**src/plb_pkg.sv**
```systemverilog
// Package: operation and status codes and the control bundle broadcast to the cells.
`timescale 1ns / 1ps
`default_nettype none
package plb_pkg;

    localparam int unsigned OP_W     = 3;
    localparam int unsigned POS_W    = 5;
    localparam int unsigned DATA_W   = 8;
    localparam int unsigned STATUS_W = 2;
    localparam int unsigned COUNT_W  = 5;

    typedef enum logic [OP_W-1:0] {
        OP_INS_FRONT = 3'd0,
        OP_INS_BACK  = 3'd1,
        OP_INS_AT    = 3'd2,
        OP_REM_FRONT = 3'd3,
        OP_REM_BACK  = 3'd4,
        OP_REM_AT    = 3'd5
    } t_op;

    typedef enum logic [STATUS_W-1:0] {
        ST_OK    = 2'd0,
        ST_FULL  = 2'd1,
        ST_EMPTY = 2'd2,
        ST_RANGE = 2'd3
    } t_status;

    typedef struct packed {
        logic              ins;
        logic              rem;
        logic [DATA_W-1:0] value;
    } t_cell_ctl;

endpackage
`default_nettype wire

```
**src/plb_cell.sv**
```systemverilog
// One storage cell of the list: holds one byte and moves it toward either neighbor.
`timescale 1ns / 1ps
`default_nettype none
module plb_cell #(
    parameter int unsigned IW  = 4,
    parameter int unsigned IDX = 0
) (
    input  wire logic                      i_clk,
    input  wire plb_pkg::t_cell_ctl        i_ctl,
    input  wire logic [IW-1:0]             i_idx,
    input  wire logic [plb_pkg::DATA_W-1:0] i_left,
    input  wire logic [plb_pkg::DATA_W-1:0] i_right,
    output logic [plb_pkg::DATA_W-1:0]     o_data
);
    import plb_pkg::*;

    logic [IW-1:0]     my_idx;
    logic [DATA_W-1:0] r_data;
    logic [DATA_W-1:0] n_data;

    assign my_idx = IW'(IDX);

    always_comb begin
        n_data = r_data;
        if (i_ctl.ins) begin
            if (my_idx == i_idx) begin
                n_data = i_ctl.value;
            end else if (my_idx > i_idx) begin
                n_data = i_left;
            end
        end else if (i_ctl.rem) begin
            // close the gap: every cell from the removed place on takes its right neighbor
            if (my_idx >= i_idx) begin
                n_data = i_right;
            end
        end
    end

    always_ff @(posedge i_clk) begin
        r_data <= n_data;
    end

    assign o_data = r_data;

endmodule
`default_nettype wire

```
**src/positional_list_buffer_core.sv**
```systemverilog
// Top level: ordered byte list built from a row of shifting cells.
`timescale 1ns / 1ps
`default_nettype none
// Ordered list of up to CAPACITY bytes with insert and remove at the front, the back or a
// 1-based position. Every accepted item yields one result in the next cycle, and a new item
// is taken in every cycle as long as the result register is empty or being drained: all
// cells shift together in the cycle of the transfer. A failed operation (full, empty,
// position out of range) leaves the contents alone and reports it in the status. Nothing
// needs clearing after reset; only the fill count and the output valid flag are reset.
module positional_list_buffer_core #(
    parameter int unsigned CAPACITY = 16
) (
    input  wire logic                          i_clk,
    input  wire logic                          i_rst_n,
    input  wire logic                          i_in_valid,
    output logic                               o_in_ready,
    input  wire logic [plb_pkg::OP_W-1:0]      i_operation,
    input  wire logic [plb_pkg::POS_W-1:0]     i_position,
    input  wire logic [plb_pkg::DATA_W-1:0]    i_value,
    output logic                               o_out_valid,
    input  wire logic                          i_out_ready,
    output logic [plb_pkg::DATA_W-1:0]         o_removed_value,
    output logic [plb_pkg::STATUS_W-1:0]       o_status,
    output logic [plb_pkg::COUNT_W-1:0]        o_count
);
    import plb_pkg::*;

    localparam int unsigned IW = (CAPACITY > 1) ? $clog2(CAPACITY) : 1;
    localparam int unsigned CW = $clog2(CAPACITY + 1);
    localparam int unsigned WW = ((CW > POS_W) ? CW : POS_W) + 1;

    logic [CW-1:0]     r_count;
    logic [CW-1:0]     n_count;
    logic              r_out_valid;
    logic [DATA_W-1:0] r_removed;
    logic [STATUS_W-1:0] r_status;
    logic [COUNT_W-1:0]  r_count_out;

    logic [WW-1:0]     cnt_w;
    logic [WW-1:0]     pos_w;
    logic [WW-1:0]     tgt_w;
    logic [WW-1:0]     n_count_w;
    logic [IW-1:0]     tgt_idx;
    logic              ins_ok;
    logic              rem_ok;
    t_status           status;
    logic              accept;
    t_cell_ctl         ctl;
    logic [DATA_W-1:0] rd_value;

    logic [DATA_W-1:0] cell_data [CAPACITY];

    assign cnt_w = WW'(r_count);
    assign pos_w = WW'(i_position);

    // decode the operation against the current fill
    always_comb begin
        ins_ok = 1'b0;
        rem_ok = 1'b0;
        status = ST_OK;
        tgt_w  = '0;
        case (t_op'(i_operation))
            OP_INS_FRONT, OP_INS_BACK, OP_INS_AT: begin
                if (cnt_w >= WW'(CAPACITY)) begin
                    status = ST_FULL;
                end else if (t_op'(i_operation) == OP_INS_FRONT) begin
                    ins_ok = 1'b1;
                end else if (t_op'(i_operation) == OP_INS_BACK) begin
                    ins_ok = 1'b1;
                    tgt_w  = cnt_w;
                end else if (pos_w == '0 || pos_w > cnt_w + WW'(1)) begin
                    status = ST_RANGE;
                end else begin
                    ins_ok = 1'b1;
                    tgt_w  = pos_w - WW'(1);
                end
            end
            OP_REM_FRONT, OP_REM_BACK, OP_REM_AT: begin
                if (cnt_w == '0) begin
                    status = ST_EMPTY;
                end else if (t_op'(i_operation) == OP_REM_FRONT) begin
                    rem_ok = 1'b1;
                end else if (t_op'(i_operation) == OP_REM_BACK) begin
                    rem_ok = 1'b1;
                    tgt_w  = cnt_w - WW'(1);
                end else if (pos_w == '0 || pos_w > cnt_w) begin
                    status = ST_RANGE;
                end else begin
                    rem_ok = 1'b1;
                    tgt_w  = pos_w - WW'(1);
                end
            end
            default: begin
            end
        endcase
    end

    assign tgt_idx    = tgt_w[IW-1:0];
    assign o_in_ready = !r_out_valid || i_out_ready;
    assign accept     = i_in_valid && o_in_ready;

    assign ctl.ins   = accept && ins_ok;
    assign ctl.rem   = accept && rem_ok;
    assign ctl.value = i_value;

    always_comb begin
        n_count = r_count;
        if (ctl.ins) begin
            n_count = r_count + CW'(1);
        end else if (ctl.rem) begin
            n_count = r_count - CW'(1);
        end
    end

    assign n_count_w = WW'(n_count);

    // select the byte at the target place from the row
    always_comb begin
        rd_value = '0;
        for (int k = 0; k < CAPACITY; k++) begin
            if (tgt_idx == IW'(k)) begin
                rd_value = rd_value | cell_data[k];
            end
        end
    end

    for (genvar g = 0; g < CAPACITY; g++) begin : g_cell
        logic [DATA_W-1:0] left_d;
        logic [DATA_W-1:0] right_d;
        if (g == 0) begin : g_first
            assign left_d = i_value;
        end else begin : g_mid_l
            assign left_d = cell_data[g-1];
        end
        if (g == CAPACITY - 1) begin : g_last
            assign right_d = cell_data[g];
        end else begin : g_mid_r
            assign right_d = cell_data[g+1];
        end
        plb_cell #(
            .IW  (IW),
            .IDX (g)
        ) u_cell (
            .i_clk   (i_clk),
            .i_ctl   (ctl),
            .i_idx   (tgt_idx),
            .i_left  (left_d),
            .i_right (right_d),
            .o_data  (cell_data[g])
        );
    end

    always_ff @(posedge i_clk) begin
        if (!i_rst_n) begin
            r_count     <= '0;
            r_out_valid <= 1'b0;
        end else begin
            r_count <= n_count;
            if (accept) begin
                r_out_valid <= 1'b1;
            end else if (i_out_ready) begin
                r_out_valid <= 1'b0;
            end
        end
    end

    // result payload, held while the output is stalled
    always_ff @(posedge i_clk) begin
        if (accept) begin
            r_removed   <= rem_ok ? rd_value : '0;
            r_status    <= status;
            r_count_out <= n_count_w[COUNT_W-1:0];
        end
    end

    assign o_out_valid     = r_out_valid;
    assign o_removed_value = r_removed;
    assign o_status        = r_status;
    assign o_count         = r_count_out;

endmodule
`default_nettype wire

```
**config.mk**
```make
export PLATFORM = sky130hd
export DESIGN_NAME = positional_list_buffer_core
export DESIGN_NICKNAME = d
export VERILOG_FILES = /design/src/plb_pkg.sv /design/src/plb_cell.sv /design/src/positional_list_buffer_core.sv
export SDC_FILE = /design/constraint.sdc
export NUM_CORES = 1
export LEC_CHECK = 0
export ABC_AREA = 0
export ABC_CLOCK_PERIOD_IN_PS = 4250
export BUFFER_PORTS_ARGS = -buffer_cell sky130_fd_sc_hd__buf_4
export CAP_MARGIN = 20
export CORE_MARGIN = 2
export CORE_UTILIZATION = 42
export CTS_BUF_LIST = sky130_fd_sc_hd__clkbuf_16
export DETAILED_ROUTE_END_ITERATION = 12
export GPL_TIMING_DRIVEN = 0
export HOLD_SLACK_MARGIN = 0.1
export PLACE_DENSITY = 0.66
export SLEW_MARGIN = 10
export SYNTH_ARGS = -nofsm -noshare
export SYNTH_HDL_FRONTEND = slang
export SYNTH_SLANG_ARGS = --single-unit
```
**constraint.sdc**
```tcl
create_clock -name i_clk -period 4.25 [get_ports i_clk]
set_clock_uncertainty 0.1 [all_clocks]
set_input_delay 0.2125 -clock i_clk [delete_from_list [all_inputs] [get_ports i_clk]]
set_output_delay 0.2125 -clock i_clk [all_outputs]
set_load 0.02 [all_outputs]
```
Yosys cells after proc, flatten, opt, wreduce, memory -nomap -nowiden:

Cells that the tools add are included.

* output and inout bits: 17
* word-level logic and storage cells: 297
* bits of input ports: 20
* register bits: 149

* eq/ne operators: 50
* multiplexer cells: 125
* $add $sub $neg: 5
* $lt $le $gt $ge: 34
* bitwise operators: 15
* reduce and logical (&&, ||, !) cells: 47

Operators with widths (count)
* $mux W8: 93
* $or A8 B8 Y8: 15
* $ne A3 B1 Y1 const B: 15
* $reduce_and A3 Y1: 15
* $reduce_bool A2 Y1: 18
* $eq A4 B4 Y1 const A: 8
* $eq A4 B4 Y1 const B: 8
* $gt A4 B4 Y1 const A: 8
* $mux W4: 8
* $ge A4 B4 Y1 const A: 7
* $eq A3 B4 Y1 const A: 4
* $eq A4 B3 Y1 const B: 4
* $ge A3 B4 Y1 const A: 4
* $gt A3 B4 Y1 const A: 4
* $mux W2: 8
* $logic_not A6 Y1: 2
* $mux W1: 12
* $mux W5: 2
* $eq A2 B4 Y1 const A: 2
* $eq A4 B2 Y1 const B: 2
* $ge A1 B4 Y1 const A: 2
* $ge A2 B4 Y1 const A: 2
* $gt A1 B4 Y1 const A: 2
* $gt A2 B4 Y1 const A: 2
* 21 further kinds: 29

Logic depth before layout (Yosys ltp):

Gate-level depths: netlist of run 1.

* depth after elaboration: 40
* mapped depth: 17
* mapped depth without buffers: 14

Hierarchy:

Synthesis of run 1 repeated with hierarchy kept, for this count alone.

* cells, all modules: 960
* area, all modules: 9823.2 µm²

Modules (own cells, without submodules)
* positional_list_buffer_core: sequential area each 570.5 µm², cells an instance 353, times used 1, area an instance 2808.9 µm²
* plb_cell (g_cell[2].u_cell ...): sequential area each 240.2 µm², cells an instance 38, times used 2, area an instance 446.7 µm²
* plb_cell (g_cell[1].u_cell ...): sequential area each 240.2 µm², cells an instance 38, times used 2, area an instance 434.2 µm²
* plb_cell (g_cell[7].u_cell): sequential area each 240.2 µm², cells an instance 38, times used 1, area an instance 451.7 µm²
* plb_cell (g_cell[11].u_cell): sequential area each 240.2 µm², cells an instance 38, times used 1, area an instance 447.9 µm²
* plb_cell (g_cell[8].u_cell): sequential area each 240.2 µm², cells an instance 39, times used 1, area an instance 445.4 µm²
* plb_cell (g_cell[10].u_cell): sequential area each 240.2 µm², cells an instance 39, times used 1, area an instance 440.4 µm²
* plb_cell (g_cell[12].u_cell): sequential area each 240.2 µm², cells an instance 38, times used 1, area an instance 439.2 µm²
* plb_cell (g_cell[9].u_cell): sequential area each 240.2 µm², cells an instance 38, times used 1, area an instance 436.7 µm²
* plb_cell (g_cell[6].u_cell): sequential area each 240.2 µm², cells an instance 38, times used 1, area an instance 435.4 µm²
* plb_cell (g_cell[14].u_cell): sequential area each 240.2 µm², cells an instance 38, times used 1, area an instance 432.9 µm²
* plb_cell (g_cell[3].u_cell): sequential area each 240.2 µm², cells an instance 38, times used 1, area an instance 431.7 µm²
* plb_cell (g_cell[0].u_cell): sequential area each 240.2 µm², cells an instance 37, times used 1, area an instance 430.4 µm²
* plb_cell (g_cell[13].u_cell): sequential area each 240.2 µm², cells an instance 38, times used 1, area an instance 430.4 µm²
* plb_cell (g_cell[15].u_cell): sequential area each 240.2 µm², cells an instance 36, times used 1, area an instance 430.4 µm²

Worst setup path before layout of run 1:

Ideal clock, no wire load.

* path type: flip-flop to flip-flop
* from: reg r_count[0]
* to: reg g_cell[10].u_cell.r_data[0] (enable)
* clock period less this slack: 3.811 ns
* cell stages (with the launch flop): 16
* arrival: 3.381 ns
* path slack: 0.439 ns
* library setup time: 0.330 ns
* buffers on the path: 3
* data required time: 3.820 ns
* path through: dfxtp_1 -> buf_2 -> inv_1 -> ha_1 -> inv_1 -> ha_1 -> nand2b_1 -> a21oi_1 -> o311a_1 -> o22ai_1 -> nand4_1 -> buf_2 -> and2_1 -> clkbuf_1 -> nor2_1 -> o21a_1

* word-level cells in the longest chain between the ends: 11
* elaborated cells on any way between the ends: 36
* classes of those cells: add/sub (2); order compare (5); eq/ne (2); mux (19); reduce/logical (8)

RTL lines
* start, declared: line positional_list_buffer_core.sv:32 `logic [CW-1:0] r_count;`
* start signal, assigned: line positional_list_buffer_core.sv:158 `r_count <= n_count;`
* $add A5 B1 Y6: line positional_list_buffer_core.sv:71 `end else if (pos_w == '0 || pos_w > cnt_w + WW'(1)) begin`
* $gt A5 B6 Y1: line positional_list_buffer_core.sv:71
* $logic_or A1 B1 Y1: line positional_list_buffer_core.sv:71
* $mux W4 or $mux W1 (tied branches): line positional_list_buffer_core.sv:71
* $mux W4 or $mux W1 (tied branches): line positional_list_buffer_core.sv:68 `end else if (t_op'(i_operation) == OP_INS_BACK) begin`
* $mux W4 or $mux W1 (tied branches): line positional_list_buffer_core.sv:66 `end else if (t_op'(i_operation) == OP_INS_FRONT) begin`
* $mux W4 or $mux W1 (tied branches): line positional_list_buffer_core.sv:64 `if (cnt_w >= WW'(CAPACITY)) begin`
* $pmux W4 S2 or $mux W1 (tied branches): line positional_list_buffer_core.sv:62 `case (t_op'(i_operation))`
* $gt A4 B4 Y1, or another cell as far along: line plb_cell.sv:28 `end else if (my_idx > i_idx) begin`
* $ne A3 B1 Y1 (no line) or $reduce_bool A2 Y1 (tied branches)
* $reduce_and A3 Y1 (no line) *
* end signal, assigned: line plb_cell.sv:40 `r_data <= n_data;`
* end, declared: line plb_cell.sv:18 `logic [DATA_W-1:0] r_data;`

Mark *: on every way between the ends. The rest lies on a longest branch, timed or not.
A chain may end at the register's enable or synchronous reset.

Worst setup path after layout of run 1:

* from: reg r_count[0]
* to: reg r_removed[0] (netlist: o_removed_value[0]), data pin

* word-level cells in the longest chain between the ends: 40
* elaborated cells on any way between the ends: 69
* classes of those cells: add/sub (2); order compare (3); eq/ne (15); mux (30); bitwise (15); reduce/logical (4)

RTL lines
* $add A5 B1 Y6: line positional_list_buffer_core.sv:71
* $gt A5 B6 Y1: line positional_list_buffer_core.sv:71
* $logic_or A1 B1 Y1: line positional_list_buffer_core.sv:71
* $mux W4: line positional_list_buffer_core.sv:71
* $mux W4: line positional_list_buffer_core.sv:68
* $mux W4: line positional_list_buffer_core.sv:66
* $mux W4: line positional_list_buffer_core.sv:64
* $pmux W4 S2: line positional_list_buffer_core.sv:62
* (+24 left out)
* $or A8 B8 Y8: line positional_list_buffer_core.sv:122 `rd_value = rd_value | cell_data[k];`
* $mux W8: line positional_list_buffer_core.sv:121 `if (tgt_idx == IW'(k)) begin`
* $or A8 B8 Y8: line positional_list_buffer_core.sv:122
* $mux W8: line positional_list_buffer_core.sv:121
* $or A8 B8 Y8: line positional_list_buffer_core.sv:122
* $mux W8: line positional_list_buffer_core.sv:121
* $or A8 B8 Y8: line positional_list_buffer_core.sv:122
* $mux W8: line positional_list_buffer_core.sv:121
* end signal, assigned: line positional_list_buffer_core.sv:170 `r_removed <= rem_ok ? rd_value : '0;`
* end, declared: line positional_list_buffer_core.sv:35 `logic [DATA_W-1:0] r_removed;`

Several ways; a longest one is shown, not always the timed one.

==> results of run 1 <==
==> timing repair <==
item,CTS,global route
pin swaps,2,6
hold buffers,8,0
buffers inserted,3,7
gates resized for setup,33,38
endpoints found under the setup margin,201,203
hold endpoints to repair,16,0
==> cells in the final DEF, fill, tap and decap left out, types with 13 or more instances in the layout <==
cell type,n
a21oi_1,17
a31oi_1,32
buf_2,14
buf_4,53
clkbuf_1,24
clkbuf_16,17
edfxtp_1,143
ha_1,13
inv_1,15
mux2i_1,105
nand2_1,193
nand3_1,21
nor2_1,36
o21ai_0,69
o21ai_1,30
==> registers in the layout, indices dropped and copies added, names as in the netlist <==
name,flops
o_status,2
r_count,5
g_cell.u_cell.o_data,128
o_count,5
o_removed_value,8
o_out_valid,1
==> layer usage <==
layer | wire (um) | vias up | global-route usage | share of wire
met5 | 0 | - | 0 | 0
met4 | 1670 | 0 | 0.143 | 0.048
met3 | 4180 | 104 | 0.0785 | 0.12
met2 | 15100 | 579 | 0.444 | 0.43
met1 | 14200 | 4056 | 0.417 | 0.40
li1 | - | 3579 | - | -
==> worst reg2reg max path: stages (launching register included) <==
cell,delay [ns]
dfxtp_2,0.35
clkbuf_4,0.18
inv_1,0.07
ha_1,0.35
inv_1,0.06
ha_1,0.29
nand2b_1,0.08
a21oi_1,0.06
o311a_1,0.37
nand2b_2,0.30
a21oi_4,0.34
buf_4,0.33
buf_2,0.36
o21ai_0,0.23
a22oi_1,0.25
a41oi_1,0.14
==> power by group through the flow <==
stage / Sequential (mW) / Combinational [mW] / Clock (mW)
2_1_floorplan: 1.78 / 0.291 / 0
3_3_place_gp: 1.80 / 0.467 / 0
3_5_place_dp: 1.80 / 0.477 / 0
4_1_cts: 1.77 / 0.499 / 1.61
5_1_grt: 1.78 / 0.565 / 1.68
6_report: 1.77 / 0.526 / 1.61
==> Yosys cell counts (5+ instances only) <==
cell,n
ha_1,13
buf_4,8
nand2b_1,8
a22o_1,6
a221oi_1,6
o22ai_1,6
xnor2_1,9
mux2_2,9
a31oi_1,34
and3_1,6
dfxtp_1,6
nand2_1,195
buf_2,19
inv_1,15
a21oi_1,21
nand3_1,21
o21ai_1,31
edfxtp_1,143
a211oi_1,7
and2_1,9
nor2_1,44
nor3_1,8
mux2i_1,105
o21ai_0,69
clkbuf_1,37
nand4_1,5
a32o_1,6
==> through the flow <==
step	cell area, um2	hold WS, ns	utilization	total power [mW]	setup slack, ns
floorplan	9230	0.234	-	2.07	0.439
global placement	9840	0.368	0.454	2.27	-1.18
detailed placement	9850	0.369	0.454	2.28	-1.16
CTS	10700	0.109	0.493	3.88	0.00564
global route	10800	0.137	0.500	4.02	-0.0392
finish	10800	0.122	0.500	3.91	0.100
==> final timing paths <==
check,from,end,slack (ns),cells after the start
hold reg to reg,o_out_valid,o_out_valid,0.45,2
setup / recovery,r_count[0],o_removed_value[0],0.10,15
hold / removal,i_operation[1],o_status[1],0.12,3
setup reg to reg,r_count[0],o_removed_value[0],0.10,15
==> area by class of cell <==
class	instances	area, um2	area share
Buffer	66	363	0.0335
Clock buffer	17	425	0.0392
Clock inverter	15	186	0.0172
Inverter	16	63.8	0.00589
Multi-Input combinational cell	690	4580	0.423
Sequential cell	149	4420	0.407
Tap cell	280	350	0.0323
Timing Repair Buffer	55	453	0.0418
==> cell families (layout without fill, tap and decap cells) <==
kind of cell,after synthesis,count (layout),share of synthesized area
compound gates,229,229,0.162
flops,149,149,0.478
simple gates,323,323,0.164
xor+xnor,10,10,0.00949
fa+ha+maj,13,13,0.0176
mux,115,115,0.126
buf+inv,83,169,0.0420
==> run metrics, run 1 <==
share of layout cells above drive strength 1=0.184; maxcap violations=0; hpwl dp=25.4 mm; Critical Path End Type=register; Die W=152 um; post-synthesis sequential area ratio=0.478; Final Non-Filler Cells=1288; Area growth, synth to finish=17.5%; Sw Ratio=0.291; Final setup viols=0; CTS tree=done; GP Congestion=1.04; H-tree depth=4; Syn Inst Count=922; CP delay by family, top=compound AO/OA/AOI/OAI gates; Starting Density=0.426; Clock Power Share=0.412; worst endpoint required time=4.30 ns; vias in the first global route=8081; Hold Crit Class=input port to register; syn avg cell area=10.0 um2; first-pass GRT wire length=51.6 mm; clock tree root driver cell=clkbuf_16; largest net degree at the start of global routing=18; Worst-Margin Slew=0.820 ns; relative slew slack=0.453; Placed Instances=1239; Post-synth EDFFs=143; CP peak stage delay=0.37 ns; setup TNS=0 ns; clock buffer depth=2; Total Die Area=23200 um2; post-layout minimum cycle time=4.15 ns; Synth top area share=0.465; Total GRT Usage=0.302; Worst-Skew Late Latency=0.44 ns; Synth Register Bits=149; synth unique cells=79; Layout Nets=1028; status=finished clean; IO buf count=35; Setup Crit Path Kind=register to register; Pint=2.77 mW; Mapped Area=9230 um2; Starting DRT DRC Count=1202; GRT overflow=0; worst path buffer plus inverter count=5; RSZ-0062 raised after global routing=yes; Slowest-stage cell, CP=o311a_1; Num Clock Sinks=149; combinational share of power=0.135; drt total wl=35.2 mm; Flop pwr share=0.454; Area contributors post-synth=edfxtp_1, mux2i_1, nand2_1; Net Count, Synth=955; detail-routed via count per cell=6.46; Top Ports=37; Top FF cell, synth=edfxtp_1; Hold Fails Final Rpt=0; Peak VDD IR=0.000237 V; # DRC=0; fill count=1990; Inserted Diodes=0; Routed WL per cell=27.3 um; CP cell instances=clkbuf_4 > inv_1 > ha_1 > inv_1 > ha_1 > nand2b_1 > a21oi_1 > o311a_1 > nand2b_2 > a21oi_4 > buf_4 > buf_2 > o21ai_0 > a22oi_1 > a41oi_1; Clock transition at path regs=0.06 ns; WP data arrival=4.20 ns; Worst setup SP type=register; post-route ant nets=0; Ys Warns=0; via count=8318; crit-path max FO=10; maximum operating frequency=241 MHz; Core ar.=21700 um2; initial antenna violation count=0; leading area contributor after synthesis=edfxtp_1; Switching Power=1.14 mW; Async S/R FF share, synth=0; Tcrit/Tclk final=0.976; Final Slew Violations=0; DIE HEIGHT=152 um; clock buffer count from CTS=17; Leak Pwr=3.99 nW; power per standard cell area=361 nW/um2; first-pass detailed-route iteration total=8; FP Rows=54
Power figures use the tool's default switching activity.
==> run 2: changes to the inputs <==
==> constraint.sdc (replaced) <==
create_clock -name i_clk -period 4.25 [get_ports i_clk]
set_clock_uncertainty 0.1 [all_clocks]
set_input_delay 0.6375 -clock i_clk [delete_from_list [all_inputs] [get_ports i_clk]]
set_output_delay 0.6375 -clock i_clk [all_outputs]
set_load 0.02 [all_outputs]
==> run metrics, run 2 (synthesized netlist as in run 1, its figures left out) <==
Total GRT Usage=0.301 (was 0.302); largest net degree at the start of global routing=18 (unchanged); Worst setup SP type=register (unchanged); clock buffer depth=2 (unchanged); Peak VDD IR=0.000236 V (was 0.000237 V); clock buffer count from CTS=17 (unchanged); hold_ws=0.352 ns (was 0.122 ns); most common cell after layout, fill and taps aside=nand2_1 (unchanged); Worst-Margin Slew=0.813 ns (was 0.820 ns); Area growth, synth to finish=16.6% (was 17.5%); initial antenna violation count=0 (unchanged); # DRC=0 (unchanged); area of the multi-input gates=4580 um2 (unchanged); Total Die Area=23200 um2 (unchanged); r2r setup slk=0.11 ns (was 0.10 ns); most frequent cells in the layout=nand2_1, edfxtp_1, mux2i_1 (unchanged); Top Ports=37 (unchanged); max FFs per register=128 (unchanged); Leak Pwr=3.96 nW (was 3.99 nW); fill count=2000 (was 1990); FP Rows=54 (unchanged); Setup Crit Path Kind=register to register (unchanged); share of layout cells above drive strength 1=0.185 (was 0.184); CTS Hold Bufs=0 (was 8); Die W=152 um (unchanged); Final setup viols=0 (unchanged); Hold Crit Endpoint=r_count[2] (was o_status[1]); Clock transition at path regs=0.07 ns (was 0.06 ns); maximum operating frequency=242 MHz (was 241 MHz); RSZ-0062 raised after global routing=yes (unchanged); hpwl dp=25.4 mm (unchanged); Starting DRT DRC Count=1218 (was 1202); power per standard cell area=363 nW/um2 (was 361 nW/um2); clock tree root driver cell=clkbuf_16 (unchanged); Num Clock Sinks=149 (unchanged); drt total wl=35.2 mm (about the same); Routed WL per cell=27.5 um (was 27.3 um); Inserted Diodes=0 (unchanged); Final Slew Violations=0 (unchanged); FF+latch area=4420 um2 (unchanged); first-pass detailed-route iteration total=7 (was 8); worst reg2reg path depth=15 (unchanged); maxcap violations=0 (unchanged); GRT overflow=0 (unchanged); via count=8314 (was 8318); DIE HEIGHT=152 um (unchanged); Critical Path End Type=register (unchanged); Core ar.=21700 um2 (unchanged); relative slew slack=0.458 (was 0.453); Starting Density=0.426 (unchanged); Design Power=3.91 mW (about the same); GP Congestion=1.04 (unchanged); WP data arrival=4.18 ns (was 4.20 ns); IO buf count=35 (unchanged); Layout Nets=1020 (was 1028); CTS tree=done (unchanged); Hold Fails Final Rpt=0 (unchanged); pre-CTS WS=-1.16 ns (unchanged); crit-path max FO=10 (unchanged); Tcrit/Tclk final=0.974 (was 0.976); hold path startpoint=i_rst_n (was i_operation[1]); post-route ant nets=0 (unchanged); vias in the first global route=8048 (was 8081); worst endpoint required time=4.30 ns (about the same); first-pass GRT wire length=51.5 mm (was 51.6 mm); Worst-Skew Late Latency=0.44 ns (about the same); Worst Slack Setup Final=0.111 ns (was 0.100 ns); H-tree depth=4 (unchanged); detail-routed via count per cell=6.50 (was 6.46); reg2reg end=o_removed_value[0] (unchanged); status=finished clean (unchanged); setup TNS=0 ns (unchanged); WHS Path Cells=2 (was 3); reg2reg start=r_count[0] (unchanged); Hold Crit Class=input port to register (unchanged); post-layout minimum cycle time=4.14 ns (was 4.15 ns)
[run 2: final cells by class]
cell class,count,share of cell area
Sequential cell,149,0.410
Buffer,66,0.0337
Tap cell,280,0.0326
Timing Repair Buffer,47,0.0346
Clock inverter,15,0.0173
Clock buffer,17,0.0395
Inverter,16,0.00593
Multi-Input combinational cell,690,0.426
[run 2: stage by stage]
stage | instance area (um2) | instances | util
global placement | 9840 | 1237 | 0.454
CTS | 10600 | 1274 | 0.489
global route | 10800 | 1280 | 0.496
detailed placement | 9850 | 1239 | 0.454
finish | 10800 | 1280 | 0.496
floorplan | 9230 | 922 | -
[run 2: repair_timing]
item,4_1_cts,5_1_grt
pin swaps,2,6
cloned,0,0
endpoints found under the setup margin,201,203
hold endpoints to repair,0,0
resized for setup,33,38
buffers inserted,3,7
[run 2: critical path: stages (launching register included)]
cell and delay, ns:
dfxtp_2 0.35, clkbuf_4 0.18, inv_1 0.07, ha_1 0.35, inv_1 0.06, ha_1 0.29
nand2b_1 0.08, a21oi_1 0.06, o311a_1 0.37, nand2b_2 0.30, a21oi_4 0.33, buf_4 0.33
buf_2 0.35, o21ai_0 0.23, a22oi_1 0.26, a41oi_1 0.14
[run 2: layer usage]
metal,up-vias,wire length (um),global-route usage
li1,3557,-,-
met1,4052,14200,0.416
met2,596,15100,0.443
met3,109,4300,0.0788
met4,0,1690,0.143
met5,-,0,0
[run 2: how the worst max path moves through the flow]
| stage | start | endpoint | slack, ns | cells after the start |
|---|---|---|---|---|
| after detailed placement | r_count[0] | g_cell[10].u_cell.o_data[0] | -1.16 | 15 |
| after floorplan | r_count[0] | g_cell[10].u_cell.o_data[0] | 0.44 | 15 |
| after CTS | r_count[0] | g_cell[1].u_cell.o_data[5] | 0.006 | 15 |
| final | r_count[0] | o_removed_value[0] | 0.11 | 15 |
| after global routing | r_count[0] | o_removed_value[0] | -0.04 | 16 |
| after global placement | r_count[0] | g_cell[10].u_cell.o_data[1] | -1.18 | 15 |
[run 2: power breakdown]
part,switching (mW),total [mW],internal (mW)
Clock,0.718,1.61,0.895
Combinational,0.350,0.521,0.170
Sequential,0.0704,1.77,1.70
